<file path="config.mk">
export PLATFORM = sky130hd
export DESIGN_NAME = edge_period_frequency_stats
export DESIGN_NICKNAME = d
export VERILOG_FILES = /design/src/epfs_pkg.sv /design/src/epfs_front.sv /design/src/epfs_fifo.sv /design/src/epfs_div.sv /design/src/epfs_back.sv /design/src/edge_period_frequency_stats.sv
export VERILOG_INCLUDE_DIRS = /design/src /design/src/src
export SDC_FILE = /design/constraint.sdc
export NUM_CORES = 1
export LEC_CHECK = 0
export ABC_CLOCK_PERIOD_IN_PS = 9800
export BUFFER_PORTS_ARGS = -buffer_cell sky130_fd_sc_hd__buf_2
export CAP_MARGIN = 20
export CORE_ASPECT_RATIO = 1.25
export CORE_UTILIZATION = 60
export DETAILED_ROUTE_END_ITERATION = 8
export GPL_TIMING_DRIVEN = 0
export PLACE_DENSITY_LB_ADDON = 0.15
export SYNTH_ARGS = -nofsm -noshare
export SYNTH_HDL_FRONTEND = slang
export SYNTH_SLANG_ARGS = --single-unit
</file>
<file path="constraint.sdc">
create_clock -name clk -period 9.8 [get_ports clk]
set_input_delay 1.47 -clock clk [delete_from_list [all_inputs] [get_ports clk]]
set_output_delay 1.47 -clock clk [all_outputs]
set_load 0.02 [all_outputs]
</file>
<file path="src/assert_macros.svh">
// shared assertion macros for the edge period statistics block
`ifndef ASSERT_MACROS_SVH
`define ASSERT_MACROS_SVH

// implication or plain property, checked on every rising edge out of reset
`define EPFS_ASSERT(label, clk, rst_n, prop, msg) \
  label: assert property (@(posedge clk) disable iff (!rst_n) (prop)) else $error(msg);

// condition that must never be seen out of reset
`define EPFS_NEVER(label, clk, rst_n, cond, msg) \
  label: assert property (@(posedge clk) disable iff (!rst_n) !(cond)) else $error(msg);

`endif

</file>
<file path="src/epfs_pkg.sv">
`default_nettype none

package epfs_pkg;

  // default scaling of the frequency result
  localparam int unsigned TICKS_PER_SECOND_DEF = 1000000;
  localparam int unsigned FRAC_BITS_DEF        = 12;

  // depth of the queue between front and back
  localparam int unsigned QUEUE_DEPTH = 2;

  // width of the shared divider
  localparam int unsigned DIV_W = 32;

  // input operation codes
  localparam logic OP_EDGE  = 1'b0;
  localparam logic OP_CLEAR = 1'b1;

  typedef struct packed {
    logic        operation;
    logic [31:0] timestamp_us;
  } in_word_t;

  typedef struct packed {
    logic [31:0] freq_min;
    logic [31:0] freq_mean;
    logic [31:0] freq_max;
    logic [31:0] sample_count;
  } out_word_t;

  // classified work handed from front to back
  typedef enum logic [1:0] {
    CMD_CLEAR  = 2'd0,
    CMD_REPORT = 2'd1,
    CMD_SAMPLE = 2'd2
  } cmd_kind_t;

  typedef struct packed {
    cmd_kind_t   kind;
    logic [31:0] period;
  } cmd_word_t;

  // divider request: {hi, lo} / divisor, quotient saturates at all ones
  typedef struct packed {
    logic             start;
    logic [DIV_W-1:0] hi;
    logic [DIV_W-1:0] lo;
    logic [DIV_W-1:0] divisor;
  } div_req_t;

endpackage

`default_nettype wire

</file>
<file path="src/epfs_front.sv">
`default_nettype none

module epfs_front (
  input  wire logic                 clk,
  input  wire logic                 rst_n,
  input  wire logic                 push,
  input  wire epfs_pkg::in_word_t   in_word,
  input  wire logic                 q_full,
  output logic                      q_push,
  output epfs_pkg::cmd_word_t       q_word
);
  import epfs_pkg::*;

  logic [31:0] last_edge_r, last_edge_nxt;
  logic        first_r, first_nxt;
  logic [31:0] period;

  // classify the word and form the wrapping period
  always_comb begin
    q_push        = push && !q_full;
    period        = in_word.timestamp_us - last_edge_r;
    q_word.period = period;
    if (in_word.operation == OP_CLEAR) begin
      q_word.kind = CMD_CLEAR;
    end else if (first_r || period == '0) begin
      q_word.kind = CMD_REPORT;
    end else begin
      q_word.kind = CMD_SAMPLE;
    end
  end

  // edge timestamp tracking
  always_comb begin
    last_edge_nxt = last_edge_r;
    first_nxt     = first_r;
    if (q_push) begin
      if (in_word.operation == OP_CLEAR) begin
        last_edge_nxt = '0;
        first_nxt     = 1'b1;
      end else begin
        last_edge_nxt = in_word.timestamp_us;
        first_nxt     = 1'b0;
      end
    end
  end

  always_ff @(posedge clk) begin
    if (!rst_n) begin
      last_edge_r <= '0;
      first_r     <= 1'b1;
    end else begin
      last_edge_r <= last_edge_nxt;
      first_r     <= first_nxt;
    end
  end

endmodule

`default_nettype wire

</file>
<file path="src/epfs_fifo.sv">
`default_nettype none
`include "assert_macros.svh"

module epfs_fifo (
  input  wire logic                 clk,
  input  wire logic                 rst_n,
  input  wire logic                 wr_en,
  input  wire epfs_pkg::cmd_word_t  wr_word,
  output logic                      full,
  input  wire logic                 rd_en,
  output epfs_pkg::cmd_word_t       rd_word,
  output logic                      empty
);
  import epfs_pkg::*;

  localparam int unsigned PTR_W = (QUEUE_DEPTH > 1) ? $clog2(QUEUE_DEPTH) : 1;
  localparam int unsigned CNT_W = $clog2(QUEUE_DEPTH + 1);

  cmd_word_t        mem [QUEUE_DEPTH];
  logic [PTR_W-1:0] wr_ptr_r, wr_ptr_nxt;
  logic [PTR_W-1:0] rd_ptr_r, rd_ptr_nxt;
  logic [CNT_W-1:0] count_r, count_nxt;
  logic             do_wr, do_rd;

  assign full    = (count_r == CNT_W'(QUEUE_DEPTH));
  assign empty   = (count_r == '0);
  assign rd_word = mem[rd_ptr_r];
  assign do_wr   = wr_en && !full;
  assign do_rd   = rd_en && !empty;

  // pointer and fill count update
  always_comb begin
    wr_ptr_nxt = wr_ptr_r;
    rd_ptr_nxt = rd_ptr_r;
    count_nxt  = count_r;
    if (do_wr) begin
      wr_ptr_nxt = (wr_ptr_r == PTR_W'(QUEUE_DEPTH - 1)) ? '0 : wr_ptr_r + 1'b1;
    end
    if (do_rd) begin
      rd_ptr_nxt = (rd_ptr_r == PTR_W'(QUEUE_DEPTH - 1)) ? '0 : rd_ptr_r + 1'b1;
    end
    if (do_wr && !do_rd) begin
      count_nxt = count_r + 1'b1;
    end else if (do_rd && !do_wr) begin
      count_nxt = count_r - 1'b1;
    end
  end

  always_ff @(posedge clk) begin
    if (!rst_n) begin
      wr_ptr_r <= '0;
      rd_ptr_r <= '0;
      count_r  <= '0;
    end else begin
      wr_ptr_r <= wr_ptr_nxt;
      rd_ptr_r <= rd_ptr_nxt;
      count_r  <= count_nxt;
    end
  end

  // storage
  always_ff @(posedge clk) begin
    if (do_wr) begin
      mem[wr_ptr_r] <= wr_word;
    end
  end

  `EPFS_ASSERT(a_count_bound, clk, rst_n, count_r <= CNT_W'(QUEUE_DEPTH), "queue overfilled")
  `EPFS_ASSERT(a_count_step, clk, rst_n, (do_wr && !do_rd) |=> (count_r == $past(count_r) + 1'b1), "fill count did not step")
  `EPFS_NEVER(a_ptr_skew, clk, rst_n, empty && (wr_ptr_r != rd_ptr_r), "pointers apart while empty")

endmodule

`default_nettype wire

</file>
<file path="src/epfs_div.sv">
`default_nettype none
`include "assert_macros.svh"

module epfs_div (
  input  wire logic                                clk,
  input  wire logic                                rst_n,
  input  wire epfs_pkg::div_req_t                  req,
  output logic                                     done,
  output logic [epfs_pkg::DIV_W-1:0]               quotient
);
  import epfs_pkg::*;

  localparam int unsigned CNT_W = $clog2(DIV_W);

  logic             busy_r, busy_nxt;
  logic             done_r, done_nxt;
  logic [CNT_W-1:0] cnt_r, cnt_nxt;
  logic [DIV_W-1:0] rem_r, rem_nxt;
  logic [DIV_W-1:0] quo_r, quo_nxt;
  logic [DIV_W-1:0] dvs_r, dvs_nxt;
  logic [DIV_W:0]   shifted;
  logic             fits;

  assign done     = done_r;
  assign quotient = quo_r;

  // one restoring step: shift in the next dividend bit, subtract if it fits
  always_comb begin
    shifted  = {rem_r, quo_r[DIV_W-1]};
    fits     = (shifted >= {1'b0, dvs_r});
    busy_nxt = busy_r;
    done_nxt = 1'b0;
    cnt_nxt  = cnt_r;
    rem_nxt  = rem_r;
    quo_nxt  = quo_r;
    dvs_nxt  = dvs_r;
    if (req.start) begin
      dvs_nxt = req.divisor;
      cnt_nxt = '0;
      if (req.hi >= req.divisor) begin
        // quotient would not fit: saturate
        quo_nxt  = '1;
        done_nxt = 1'b1;
      end else begin
        rem_nxt  = req.hi;
        quo_nxt  = req.lo;
        busy_nxt = 1'b1;
      end
    end else if (busy_r) begin
      rem_nxt = fits ? DIV_W'(shifted - {1'b0, dvs_r}) : shifted[DIV_W-1:0];
      quo_nxt = {quo_r[DIV_W-2:0], fits};
      cnt_nxt = cnt_r + 1'b1;
      if (cnt_r == CNT_W'(DIV_W - 1)) begin
        busy_nxt = 1'b0;
        done_nxt = 1'b1;
      end
    end
  end

  always_ff @(posedge clk) begin
    if (!rst_n) begin
      busy_r <= 1'b0;
      done_r <= 1'b0;
      cnt_r  <= '0;
    end else begin
      busy_r <= busy_nxt;
      done_r <= done_nxt;
      cnt_r  <= cnt_nxt;
    end
  end

  always_ff @(posedge clk) begin
    rem_r <= rem_nxt;
    quo_r <= quo_nxt;
    dvs_r <= dvs_nxt;
  end

  `EPFS_NEVER(a_done_busy, clk, rst_n, done_r && busy_r, "divider done while still busy")
  `EPFS_NEVER(a_start_busy, clk, rst_n, req.start && busy_r, "divider restarted mid-run")

endmodule

`default_nettype wire

</file>
<file path="src/epfs_back.sv">
`default_nettype none
`include "assert_macros.svh"

module epfs_back #(
  parameter int unsigned TICKS_PER_SECOND = epfs_pkg::TICKS_PER_SECOND_DEF,
  parameter int unsigned FRAC_BITS        = epfs_pkg::FRAC_BITS_DEF
) (
  input  wire logic                 clk,
  input  wire logic                 rst_n,
  input  wire epfs_pkg::cmd_word_t  q_word,
  input  wire logic                 q_empty,
  output logic                      q_pop,
  output epfs_pkg::div_req_t        div_req,
  input  wire logic                 div_done,
  input  wire logic [31:0]          div_quo,
  output epfs_pkg::out_word_t       out_word,
  output logic                      empty,
  input  wire logic                 pop
);
  import epfs_pkg::*;

  // scaled numerator of the frequency division, fits 32 bits over the range
  localparam logic [63:0] NUM64    = 64'(TICKS_PER_SECOND) << FRAC_BITS;
  localparam logic [31:0] FREQ_NUM = NUM64[31:0];

  typedef enum logic [4:0] {
    S_IDLE   = 5'b00001,
    S_FDIV   = 5'b00010,
    S_MSTART = 5'b00100,
    S_MDIV   = 5'b01000,
    S_OUT    = 5'b10000
  } state_t;

  state_t      state_r, state_nxt;
  logic [31:0] min_r, min_nxt;
  logic [31:0] max_r, max_nxt;
  logic [63:0] sum_r, sum_nxt;
  logic [31:0] count_r, count_nxt;
  logic [31:0] mean_r, mean_nxt;
  out_word_t   out_r, out_nxt;
  logic        out_valid_r, out_valid_nxt;
  logic [64:0] sum_add;
  logic        out_free;

  assign empty    = !out_valid_r;
  assign out_word = out_r;
  assign out_free = !out_valid_r || pop;
  assign sum_add  = {1'b0, sum_r} + {33'd0, div_quo};

  // sequencer: clear or report directly, or frequency division, statistics update, mean division, report
  always_comb begin
    state_nxt     = state_r;
    min_nxt       = min_r;
    max_nxt       = max_r;
    sum_nxt       = sum_r;
    count_nxt     = count_r;
    mean_nxt      = mean_r;
    out_nxt       = out_r;
    out_valid_nxt = out_valid_r && !pop;
    q_pop         = 1'b0;
    div_req       = '0;
    unique case (state_r)
      S_IDLE: begin
        if (!q_empty) begin
          q_pop = 1'b1;
          unique case (q_word.kind)
            CMD_CLEAR: begin
              min_nxt   = '0;
              max_nxt   = '0;
              sum_nxt   = '0;
              count_nxt = '0;
              mean_nxt  = '0;
              state_nxt = S_OUT;
            end
            CMD_SAMPLE: begin
              div_req.start   = 1'b1;
              div_req.hi      = '0;
              div_req.lo      = FREQ_NUM;
              div_req.divisor = q_word.period;
              state_nxt       = S_FDIV;
            end
            default: begin
              state_nxt = S_OUT;
            end
          endcase
        end
      end
      S_FDIV: begin
        if (div_done) begin
          if (count_r == '0) begin
            min_nxt = div_quo;
            max_nxt = div_quo;
          end else begin
            if (div_quo < min_r) begin
              min_nxt = div_quo;
            end
            if (div_quo > max_r) begin
              max_nxt = div_quo;
            end
          end
          if (count_r != '1) begin
            sum_nxt   = sum_add[64] ? '1 : sum_add[63:0];
            count_nxt = count_r + 1'b1;
          end
          state_nxt = S_MSTART;
        end
      end
      S_MSTART: begin
        div_req.start   = 1'b1;
        div_req.hi      = sum_r[63:32];
        div_req.lo      = sum_r[31:0];
        div_req.divisor = count_r;
        state_nxt       = S_MDIV;
      end
      S_MDIV: begin
        if (div_done) begin
          mean_nxt  = div_quo;
          state_nxt = S_OUT;
        end
      end
      S_OUT: begin
        if (out_free) begin
          out_nxt.freq_min     = min_r;
          out_nxt.freq_mean    = mean_r;
          out_nxt.freq_max     = max_r;
          out_nxt.sample_count = count_r;
          out_valid_nxt        = 1'b1;
          state_nxt            = S_IDLE;
        end
      end
      default: begin
        state_nxt = S_IDLE;
      end
    endcase
  end

  always_ff @(posedge clk) begin
    if (!rst_n) begin
      state_r     <= S_IDLE;
      out_valid_r <= 1'b0;
      min_r       <= '0;
      max_r       <= '0;
      sum_r       <= '0;
      count_r     <= '0;
      mean_r      <= '0;
    end else begin
      state_r     <= state_nxt;
      out_valid_r <= out_valid_nxt;
      min_r       <= min_nxt;
      max_r       <= max_nxt;
      sum_r       <= sum_nxt;
      count_r     <= count_nxt;
      mean_r      <= mean_nxt;
    end
  end

  always_ff @(posedge clk) begin
    out_r <= out_nxt;
  end

  `EPFS_ASSERT(a_done_state, clk, rst_n, div_done |-> (state_r == S_FDIV || state_r == S_MDIV), "divider result with no division pending")
  `EPFS_ASSERT(a_min_max, clk, rst_n, (count_r != '0) |-> (min_r <= max_r), "minimum above maximum")
  `EPFS_ASSERT(a_zero_stats, clk, rst_n, (count_r == '0) |-> (sum_r == '0 && mean_r == '0), "statistics not cleared with no samples")

endmodule

`default_nettype wire

</file>
<file path="src/edge_period_frequency_stats.sv">
// edge period frequency statistics
// input queue side: drive in_word and raise push; the word is taken at a rising
//   edge with push high and full low. operation 0 reports a rising edge with its
//   microsecond timestamp, operation 1 clears the statistics.
// result queue side: while empty is low out_word holds the oldest result
//   (minimum, mean, maximum, sample count); pop high with empty low takes it.
// every input word gives exactly one result word, in order.
// a clear, a first edge or a zero period goes straight to its report once it is
//   taken; an edge that forms a period makes two passes of the shared 32-step
//   divider (frequency, then mean) at one quotient bit per cycle, and the mean
//   pass stops at once with a saturated quotient when the mean would not fit.
// one word in progress in the back end at a time, so it takes no new word until
//   the last one has reported; a two-word queue between the classifying
//   front end and the back end absorbs short bursts.
// when the receiver stalls the finished result waits in the output register, the
//   back end holds its next result and the queue fills, then full rises.
// reset (rst_n low, synchronous) empties both queues, forgets the last edge and
//   sets all statistics to zero; no clearing pass is needed.
`default_nettype none

module edge_period_frequency_stats #(
  parameter int unsigned TICKS_PER_SECOND = epfs_pkg::TICKS_PER_SECOND_DEF,
  parameter int unsigned FRAC_BITS        = epfs_pkg::FRAC_BITS_DEF
) (
  input  wire logic                 clk,
  input  wire logic                 rst_n,
  input  wire logic                 push,
  output logic                      full,
  input  wire epfs_pkg::in_word_t   in_word,
  output logic                      empty,
  input  wire logic                 pop,
  output epfs_pkg::out_word_t       out_word
);
  import epfs_pkg::*;

  logic        q_push;
  logic        q_pop;
  logic        q_empty;
  cmd_word_t   q_wr_word;
  cmd_word_t   q_rd_word;
  div_req_t    div_req;
  logic        div_done;
  logic [31:0] div_quo;

  // classify and timestamp
  epfs_front u_front (
    .clk     (clk),
    .rst_n   (rst_n),
    .push    (push),
    .in_word (in_word),
    .q_full  (full),
    .q_push  (q_push),
    .q_word  (q_wr_word)
  );

  // decoupling queue
  epfs_fifo u_fifo (
    .clk     (clk),
    .rst_n   (rst_n),
    .wr_en   (q_push),
    .wr_word (q_wr_word),
    .full    (full),
    .rd_en   (q_pop),
    .rd_word (q_rd_word),
    .empty   (q_empty)
  );

  // shared serial divider
  epfs_div u_div (
    .clk      (clk),
    .rst_n    (rst_n),
    .req      (div_req),
    .done     (div_done),
    .quotient (div_quo)
  );

  // statistics and result register
  epfs_back #(
    .TICKS_PER_SECOND (TICKS_PER_SECOND),
    .FRAC_BITS        (FRAC_BITS)
  ) u_back (
    .clk      (clk),
    .rst_n    (rst_n),
    .q_word   (q_rd_word),
    .q_empty  (q_empty),
    .q_pop    (q_pop),
    .div_req  (div_req),
    .div_done (div_done),
    .div_quo  (div_quo),
    .out_word (out_word),
    .empty    (empty),
    .pop      (pop)
  );

endmodule

`default_nettype wire

</file>
==> results.md, run 1 <==
- R2r endpoint: u_div.rem_r[0]
- Status: finished, final reports clean
- Final period utilization: 65.1%
- IO Pins: 167
- Yosys reg bits: 535
- Detailed-placement wirelength estimate: 62.4 mm
- TritonCTS clock tree: built
- Clk pin slew, worst setup/hold paths: 60 ps
- # rows: 89
- # setup viols final: 0
- Hold_ws: 429 ps
- CP Data Required Time: 10040 ps
- Worst hold stages: 0
- Asr flop ratio synth: 0%
- Syn-to-layout area delta: 12.7%
- Largest net degree at the start of global routing: 42
- Die Ht: 247 um
- Maximum clock path buffer count: 3
- Synthesized Nets: 3173
- Seq/Total Area, Yosys: 47.2%
- Slew headroom: 25.4%
- DR vias/cell: 6.13
- Peak supply drop: 166 uV
- Dominant cells by area after synthesis: edfxtp_1 30%, dfxtp_1 17%, ha_1 8.4%
- Initial antenna violation count: 0
- Crit path DAT: 6620 ps
- RSZ-0062 raised after global routing: false
- H-tree levels: 2
- Die X: 198 um
- I/O Buffers: 165
- Yosys cell types: 92
- Worst Hold Class: reg -> reg
- Setup bufs post-CTS: 0
- Overall power: 7290 uW
- CTS Root Cell: clkbuf_16
- Initial DRC Count: 1730
- Die area: 49000 um^2
- Routed Wire Length: 83.1 mm
- LEAKAGE: 0.0128 uW
- CTS resizes: 0
- Final GP Congestion: 0.938
- R2R depth: 18
- First-pass GRT wire length: 127 mm
- Cells after synthesis: 2938
- Largest area contributor in the synthesized netlist: edfxtp_1
- CP max FO: 32
- Syn Area/Cell: 9.83 um^2
- Worst-Skew Late Latency: 630 ps
- PwrDens: 224 nW/um^2
- Starting Density: 61.0%
- Hold endpoint: u_back.out_word[51]
- Share of post-route cells with drive strength above 1: 10.3%
- Antenna cells: 0
- Max Clock Skew: 21.8 ps
- Period minus WS final: 6380 ps
- EDFF count, synth: 292
- CTS Buf Count: 53
- Final ANT Viol Nets: 0
- DRC violations left: 0
- Sink Count: 535
- Main synth FF type: edfxtp_1
- Via count of the first global-routing pass: 22800
- Reg-to-reg slack, setup: 3420 ps
- Grt ovf: 0
- Netlist Area Pre-Place: 28900 um^2
- WL/cell: 21.6 um
- GRT Total Usage: 33.7%
- Hold_sp: u_back.max_r[19]
- Final hold vios: 0
- Nets@finish: 3400
- Least-Margin Pin Slew: 1110 ps
- Max Cap Violations: 0
- Setup crit end kind: flop
- Core area: 47300 um^2
- CP Class: reg -> reg
- Via count: 23600
- Fmax: 157 MHz
- Yosys top cell area share: 30.4%
- RR Startpoint: u_back.state_r[1]
- Drt pass-1 iters: 6
- Slew Viols, Final: 0
- Cts hold-fix bufs: 0
- Setup crit start kind: flop
- Syn. warnings: 0
==> worst max-delay path: stages (launching register included) <==
cell	delay, ps
dfxtp_1	340
nor3_1	280
nand3b_1	370
or3_1	470
clkbuf_1	240
clkbuf_1	360
o22ai_1	480
ha_1	310
nand2b_1	140
a21o_1	180
a21oi_1	210
o21ai_0	130
or4b_1	500
a311oi_1	290
nor3_1	140
or2_2	310
clkbuf_1	270
nand2_1	230
and2_2	740
==> state kept, by name (all words and copies together) (netlist names), named ones only <==
signal               flops
u_div.busy_r             1
u_div.done               1
u_back.max_r            32
u_div.rem_r             32
u_fifo.rd_ptr_r          1
u_back.state_r           5
u_fifo.count_r           2
u_front.last_edge_r     32
u_back.mean_r           32
u_div.cnt_r              5
u_div.quotient          32
u_back.count_r          32
u_back.sum_r            64
u_front.first_r          1
u_back.min_r            32
u_div.dvs_r             32
u_fifo.mem              68
u_back.out_valid_r       1
u_fifo.wr_ptr_r          1
u_back.out_word        128
==> final cells by class <==
| class | count | area, um^2 |
|---|---|---|
| clock buffers | 63 | 1440 |
| well taps | 637 | 797 |
| repair buffers | 172 | 930 |
| flip-flops and latches | 535 | 13600 |
| inverters | 205 | 769 |
| plain buffers | 140 | 592 |
| fillers | 3656 | 14800 |
| clock inverters | 36 | 479 |
| multi-input cells | 2058 | 13900 |
==> worst max-delay path by stage <==
stage | end | from | cells after the start
after floorplan | u_back.out_word[0] | pop | 2
after global placement | u_back.out_word[64] | pop | 3
after detailed placement | u_div.rem_r[28] | u_back.state_r[1] | 18
after CTS | u_div.rem_r[0] | u_back.state_r[1] | 18
after global routing | u_div.rem_r[1] | flop | 19
final | u_div.rem_r[0] | u_back.state_r[1] | 18
==> metrics by stage <==
stage                     TNS (ps)  setup slack (ps)  utilization (%)  instances  instance area, um^2
final                            0              3420             68.8       3846                32600
after global routing             0              3130             68.8       3846                32600
after CTS                        0              3490             68.8       3846                32600
after detailed placement         0              3510             64.8       3747                30600
after global placement      -45720              -383             64.5       3740                30500
after floorplan                  0              1930                -       2938                28900
==> logic make-up after synthesis <==
logic type               after synthesis  synth area share (%)
adder cells (fa/ha/maj)              198                  8.65
AO/OA/AOI/OAI                        797                  18.0
flip-flops                           535                  47.2
XOR/XNOR                              99                  3.00
buffers and inverters                345                  4.71
multiplexers                          78                  2.70
AND/OR/NAND/NOR                      886                  15.7
==> Yosys cell counts (6+ instances only) <==
cell type    n
edfxtp_1   292
a21oi_1    244
dfxtp_1    243
nand2_1    217
inv_1      204
ha_1       195
nor2_1     176
o21ai_0    127
clkbuf_1   108
a21o_1      97
nand3_1     79
mux2i_1     78
and2_1      76
nand4_1     58
nor3_1      56
xnor2_1     56
nor2b_1     54
o21a_1      54
xor2_1      43
nor3b_1     41
a21boi_0    40
a31oi_1     34
a22o_1      33
o21bai_1    33
or3_1       26
a211oi_1    24
and3_1      23
nand2b_1    19
nor4_1      19
buf_2       18
o211ai_1    12
a311oi_1    10
o21ai_1      8
o22ai_1      8
and4_1       7
buf_1        7
nand3b_1     7
or2_2        7
a211o_1      6
a41oi_1      6
==> cell usage in the layout, fill, tap and decap left out, types with 8 or more instances in the layout <==
cell type and n:
o21a_1 54, nor4_1 19, clkbuf_1 113, nor2b_1 53, nor3b_1 40, o21ai_1 8, edfxtp_1 292, nor3_1 56
o211ai_1 12, buf_2 185, a22o_1 33, ha_1 195, inv_1 204, a311oi_1 10, and2_1 75, a21o_1 97
and3_1 23, nor2_1 174, bufinv_16 10, a21oi_1 244, nand2_1 217, nand2b_1 19, nand3_1 79, or3_1 26
mux2i_1 78, nand4_1 58, o21bai_1 33, o21ai_0 127, o22ai_1 8, a211oi_1 24, xnor2_1 56, clkbuf_16 55
a21boi_0 40, a31oi_1 34, dfxtp_1 243, xor2_1 43
==> power by group <==
part / switching (uW) / internal [uW] / leakage (uW)
clock network: 924 / 1320 / 0.000919
logic: 1410 / 766 / 0.00728
registers: 169 / 2710 / 0.00461
==> layer usage <==
| layer | vias to the layer above | part of all wire (%) | track usage (%) | wire, um |
|---|---|---|---|---|
| li1 | 11100 | - | - | - |
| met1 | 11400 | 39 | 39.4 | 32500 |
| met4 | 0 | 5.7 | 19.2 | 4730 |
| met2 | 854 | 50 | 59.6 | 41600 |
| met5 | - | 0 | 0 | 0 |
| met3 | 211 | 5.2 | 4.24 | 4300 |
(Power assumes the default switching activity.)
==> run 2: changes to the inputs <==
- ABC_CLOCK_PERIOD_IN_PS: 9800 -> 6350
- clock period: 9.8 -> 6.35 ns (I/O delays scaled with it)
==> run 2 against run 1 <==
Hold slack got worse by 2.0 ps. Setup slack got worse by 3100 ps. Final cell count barely moved. Sequential share of layout area fell by 0.10 points. First-iteration DRC count fell by 0.75%. Register-to-register slack got worse by 3100 ps. Die area did not move. Fmax rose by 6.6%. Wire length barely moved. Via count rose by 0.39%. Critical endpoint is now u_div.rem_r[20]. Largest cell class unchanged. Largest power group unchanged.
==> results.md, run 2 (same netlist as run 1, synthesis figures left out) <==
- Status: finished, final reports clean
- Worst-Skew Late Latency: 620 ps
- Sequential Power Share: 39.2%
- Internal power: 7490 uW
- Initial DRC Count: 1717
- Reg-to-reg slack, setup: 370 ps
- Final hold vios: 0
- Fmax: 167 MHz
- Final period utilization: 94.2%
- Final GP Congestion: 0.943
- Hold_ws: 427 ps
- Via count: 23700
- Sw frac: 34.0%
- DP Area: 30700 um^2
- Detailed-placement wirelength estimate: 62.6 mm
- Hold_sp: u_back.mean_r[27]
- Worst hold stages: 0
- Post-Layout Cell Count: 3848
- Syn-to-layout area delta: 13.0%
- H-tree levels: 2
- DRC violations left: 0
- Final WS setup: 369 ps
- Starting Density: 61.0%
- I/O Buffers: 165
- Crit path DAT: 6230 ps
- Register Area: 13600 um^2
- Routed Wire Length: 83.1 mm
- PwrDens: 348 nW/um^2
- Peak supply drop: 286 uV
- Psw: 3850 uW
- LEAKAGE: 0.0129 uW
- Setup WS pre-CTS: 206 ps
- RSZ-0062 raised after global routing: false
- Setup crit end kind: flop
- Die area: 49000 um^2
- R2R depth: 18
- Filler Cell Count: 3720
- Commonest non-fill, non-tap cell in the layout: edfxtp_1
- # placed instances: 3749
- Grt ovf: 0
- Max Clock Skew: 23.0 ps
- Core area: 47300 um^2
- Layout Cell Area excl Fill: 32600 um^2
- Cts hold-fix bufs: 0
- Multi-input logic area: 13900 um^2
- # setup viols final: 0
- Final ANT Viol Nets: 0
- Clk pin slew, worst setup/hold paths: 70 ps
- Largest net degree at the start of global routing: 38
- R2r endpoint: u_div.rem_r[20]
- TritonCTS clock tree: built
- Fin util: 69.0%
- Least-Margin Pin Slew: 996 ps
- Setup crit start kind: flop
- CP max FO: 32
- Via count of the first global-routing pass: 23500
- Die Ht: 247 um
- Nets@finish: 3402
- DR vias/cell: 6.15
- Number of flip-flops under the largest register name: 128
- Slew Viols, Final: 0
- Max Cap Violations: 0
- CP Class: reg -> reg
- WL/cell: 21.6 um
- CTS Buf Count: 53
- Period minus WS final: 5980 ps
- Die X: 198 um
- Initial antenna violation count: 0
- Hold endpoint: u_back.out_word[91]
- Combinational fraction of design power: 29.7%
- CP Data Required Time: 6600 ps
- Slew headroom: 33.2%
- Most frequent cells in the layout: 292 x edfxtp_1, 244 x a21oi_1, 243 x dfxtp_1, 217 x nand2_1, 204 x inv_1
- Worst Hold Class: reg -> reg
- Drt pass-1 iters: 5
- IO Pins: 167
- First-pass GRT wire length: 128 mm
- RR Startpoint: u_back.state_r[1]
- CTS Root Cell: clkbuf_16
- GRT Total Usage: 34.1%
- Share of post-route cells with drive strength above 1: 10.4%
- Clock Power Share: 31.1%
- # rows: 89
- Antenna cells: 0
- Maximum clock path buffer count: 3
- Sink Count: 535
==> run 2: power groups by stage <==
| stage | Combinational (uW) | Clock, uW | Sequential [uW] |
|---|---|---|---|
| final | 3370 | 3530 | 4440 |
| after global routing | 3690 | 3700 | 4480 |
| after CTS | 3330 | 3560 | 4440 |
| after detailed placement | 3300 | 0 | 4510 |
| after global placement | 3170 | 0 | 4520 |
| after floorplan | 2250 | 0 | 4510 |
==> run 2: final cells by class <==
| type | instances | share of cell area [%] |
|---|---|---|
| buffer | 140 | 1.81 |
| clock buffer | 65 | 4.42 |
| clock inverter | 34 | 1.56 |
| inverter | 205 | 2.36 |
| multi-input combinational | 2058 | 42.7 |
| sequential | 535 | 41.8 |
| tap | 637 | 2.44 |
| timing repair buffer | 174 | 2.97 |
==> run 2: routing by layer <==
metal	wire length (um)	global-route usage, %	up-vias
li1	-	-	11100
met1	31800	39.5	11400
met2	40500	58.8	872
met3	4750	4.46	266
met4	6130	23.2	0
met5	0	0	-
==> run 2: how the worst max path moves through the flow <==
stage                 startpoint              end  slack, ps
5_1_grt                     flop  u_div.rem_r[16]        110
3_5_place_dp   u_back.state_r[1]  u_div.rem_r[25]        210
4_1_cts        u_back.state_r[1]  u_div.rem_r[24]        140
3_3_place_gp   u_back.state_r[1]  u_div.rem_r[20]       -330
6_report       u_back.state_r[1]  u_div.rem_r[20]        370
2_1_floorplan  u_back.state_r[1]   u_div.rem_r[0]       1460
==> run 2: critical path: stages (launching register included) <==
cell and delay (ps):
dfxtp_1 350, nor3_1 250, nand3b_1 340, or3_1 450, clkbuf_1 220, clkbuf_1 360
o22ai_1 490, ha_1 310, nand2b_1 140, a21o_1 170, a21oi_1 180, o21ai_0 160
or4b_1 510, a311oi_1 300, nor3_1 140, or2_2 300, clkbuf_1 260, nand2_1 170
and2_4 500
==> run 2: what timing repair did <==
action                     in CTS  in global routing
setup buffers                   0                  0
setup endpoints to repair       0                 32
resized for setup               0                  1
==> run 2: stage by stage <==
step | setup TNS [ps] | power, uW
6_report | 0 | 11300
4_1_cts | 0 | 11300
3_5_place_dp | 0 | 7810
5_1_grt | 0 | 11900
2_1_floorplan | 0 | 6770
3_3_place_gp | -10470 | 7690
==> run 3: changes to the inputs <==
- HOLD_SLACK_MARGIN: not set -> 0.15
- SYNTH_HIERARCHICAL: not set -> 1
==> run 3 against run 2 <==
Critical path depth increased by 1. Clock skew increased by 2.0 ps. Wire length up 4.5%. Non-clock buffer count grew 9. Final cell count up 2.4%. Fmax is 2.6% lower. Hold slack better by 7.6 ps. Flip-flop and latch count unchanged. Critical path type unchanged. Critical endpoint is now u_div/rem_r[0]. Largest cell class unchanged.
==> results.md, run 3 <==
- Maximum clock path buffer count: 3
- GRT Total Usage: 33.8%
- Via count of the first global-routing pass: 23800
- Cells after synthesis: 3017
- Worst-Skew Late Latency: 620 ps
- # rows: 90
- Slew Viols, Final: 0
- Setup bufs post-CTS: 0
- Worst Hold Class: reg -> reg
- Layout Cell Area excl Fill: 33300 um^2
- Via count: 24300
- Clk pin slew, worst setup/hold paths: 70 ps
- Asr flop ratio synth: 0%
- I/O Buffers: 166
- DR vias/cell: 6.18
- Fmax: 163 MHz
- RSZ-0062 raised after global routing: false
- Yosys reg bits: 535
- Setup crit end kind: flop
- LEAKAGE: 0.0126 uW
- CTS Buf Count: 54
- Overall power: 11400 uW
- Die Ht: 250 um
- Syn. warnings: 6
- Max Cap Violations: 0
- IO Pins: 167
- Peak supply drop: 270 uV
- Largest area contributor in the synthesized netlist: edfxtp_1
- Nets@finish: 3486
- Final GP Congestion: 0.934
- Setup crit start kind: flop
- CTS Root Cell: clkbuf_16
- DP Area: 31400 um^2
- Syn-to-layout area delta: 12.4%
- Core area: 48500 um^2
- WL/cell: 22.0 um
- Status: finished, final reports clean
- Seq/Total Area, Yosys: 46.0%
- Period minus WS final: 6140 ps
- Commonest non-fill, non-tap cell in the layout: nand2_1
- Final ANT Viol Nets: 0
- TritonCTS clock tree: built
- CP Data Required Time: 6700 ps
- Initial antenna violation count: 0
- Largest net degree at the start of global routing: 40
- Fin util: 68.6%
- Main synth FF type: edfxtp_1
- Synthesized Nets: 3252
- Least-Margin Pin Slew: 1070 ps
- Filler Cell Count: 3741
- Netlist Area Pre-Place: 29600 um^2
- Final period utilization: 96.7%
- Yosys top cell area share: 29.6%
- Syn Area/Cell: 9.82 um^2
- Sink Count: 535
- Most frequent cells in the layout: 357 x nand2_1, 292 x edfxtp_1, 243 x dfxtp_1, 210 x inv_1, 195 x ha_1
- Dominant cells by area after synthesis: edfxtp_1 30%, dfxtp_1 16%, ha_1 8.2%
- Detailed-placement wirelength estimate: 65.7 mm
- Die area: 50300 um^2
- Yosys cell types: 96
- Number of flip-flops under the largest register name: 128
- First-pass GRT wire length: 132 mm
- Routed Wire Length: 86.8 mm
- Slew headroom: 29.0%
- H-tree levels: 2
- Share of post-route cells with drive strength above 1: 11.3%
- Drt pass-1 iters: 6
- # setup viols final: 0
- Crit path DAT: 6490 ps
- Cts hold-fix bufs: 0
- Post-synth top cells: 357 x nand2_1, 292 x edfxtp_1, 243 x dfxtp_1
- CP Class: reg -> reg
- Max Clock Skew: 25.0 ps
- CP max FO: 27
- PwrDens: 343 nW/um^2
- Initial DRC Count: 1811
- Starting Density: 61.0%
- Die X: 201 um
- EDFF count, synth: 292
- Final hold vios: 0
- CTS resizes: 0
- Grt ovf: 0
- Top-count cell post-synth: nand2_1
- Hold_ws: 435 ps
- DRC violations left: 0
==> run 3: cell types whose count changed after synthesis, sizes merged, moves of 22 or more <==
cell	delta
a21boi	+35
o21a	-38
mux2	+43
a21oi	-101
o21bai	-22
a21o	-31
nand2	+141
nor3b	-35
o22a	+32
nor2b	-32
nand3b	+27
nor2	-35
==> run 3: power breakdown <==
group	internal (uW)	switching, uW	leakage [uW]
Sequential	4200	264	0.00464
Combinational	1390	2290	0.00703
Clock	1870	1400	0.000883
Total	7460	3950	0.0126
==> run 3: worst max-delay path: stages, from the launching register on <==
cell and delay (ps):
dfxtp_1 360, nor3_1 230, and3b_1 180, clkbuf_1 310
clkbuf_1 480, clkbuf_1 770, and2_1 280, inv_1 60
ha_1 270, nand2b_1 110, a21o_1 110, a21oi_1 60
o21ai_0 210, a31oi_1 220, o31ai_1 490, a21o_1 180
clkbuf_1 510, clkbuf_1 560, o21ai_4 220, buf_12 230
==> run 3: area by class of cell <==
type                       instances  area, um^2  share of cell area (%)
tap                              644         806                    2.42
inverter                         211         792                    2.38
antenna                            1        2.50                 0.00752
clock inverter                    34         347                    1.04
clock buffer                      68        1480                    4.44
buffer                           145         594                    1.79
timing repair buffer             178        1000                    3.02
sequential                       535       13600                    41.0
multi-input combinational       2126       14600                    43.9
==> run 3: per-stage QoR <==
stage	std cells	setup TNS (ps)	setup slack, ps
floorplan	3017	0	1020
global placement	3827	-35960	-1130
detailed placement	3837	0	514
CTS	3939	0	467
global route	3941	0	118
finish	3942	0	210
==> run 3: path summary, 6_finish.rpt <==
path	startpoint	to	slack [ps]	cells past startpoint
max	u_back/state_r[3]	u_div/rem_r[0]	210	19
min	u_back/mean_r[28]	u_back/out_word[92]	430	0
max reg2reg	u_back/state_r[3]	u_div/rem_r[0]	210	19
min reg2reg	u_back/mean_r[28]	u_back/out_word[92]	430	0
==> run 3: per-layer routing <==
metal | track usage, % | vias up | wire (um)
met5 | 0 | - | 0
met4 | 15.1 | 0 | 3830
met3 | 4.18 | 183 | 4780
met2 | 60.0 | 867 | 43500
met1 | 41.0 | 11900 | 34800
li1 | - | 11400 | -
==> run 3: cell families after synthesis <==
family                     count (synthesis)  synth area share, %
AOI/OAI and AO/OA                        712                 16.6
xor gates and xnor gates                 105                 3.11
adders and majority gates                198                 8.44
buffers and inverters                    356                 4.68
DFF                                      535                 46.0
muxes                                    132                 4.64
and+or+nand+nor                          979                 16.5
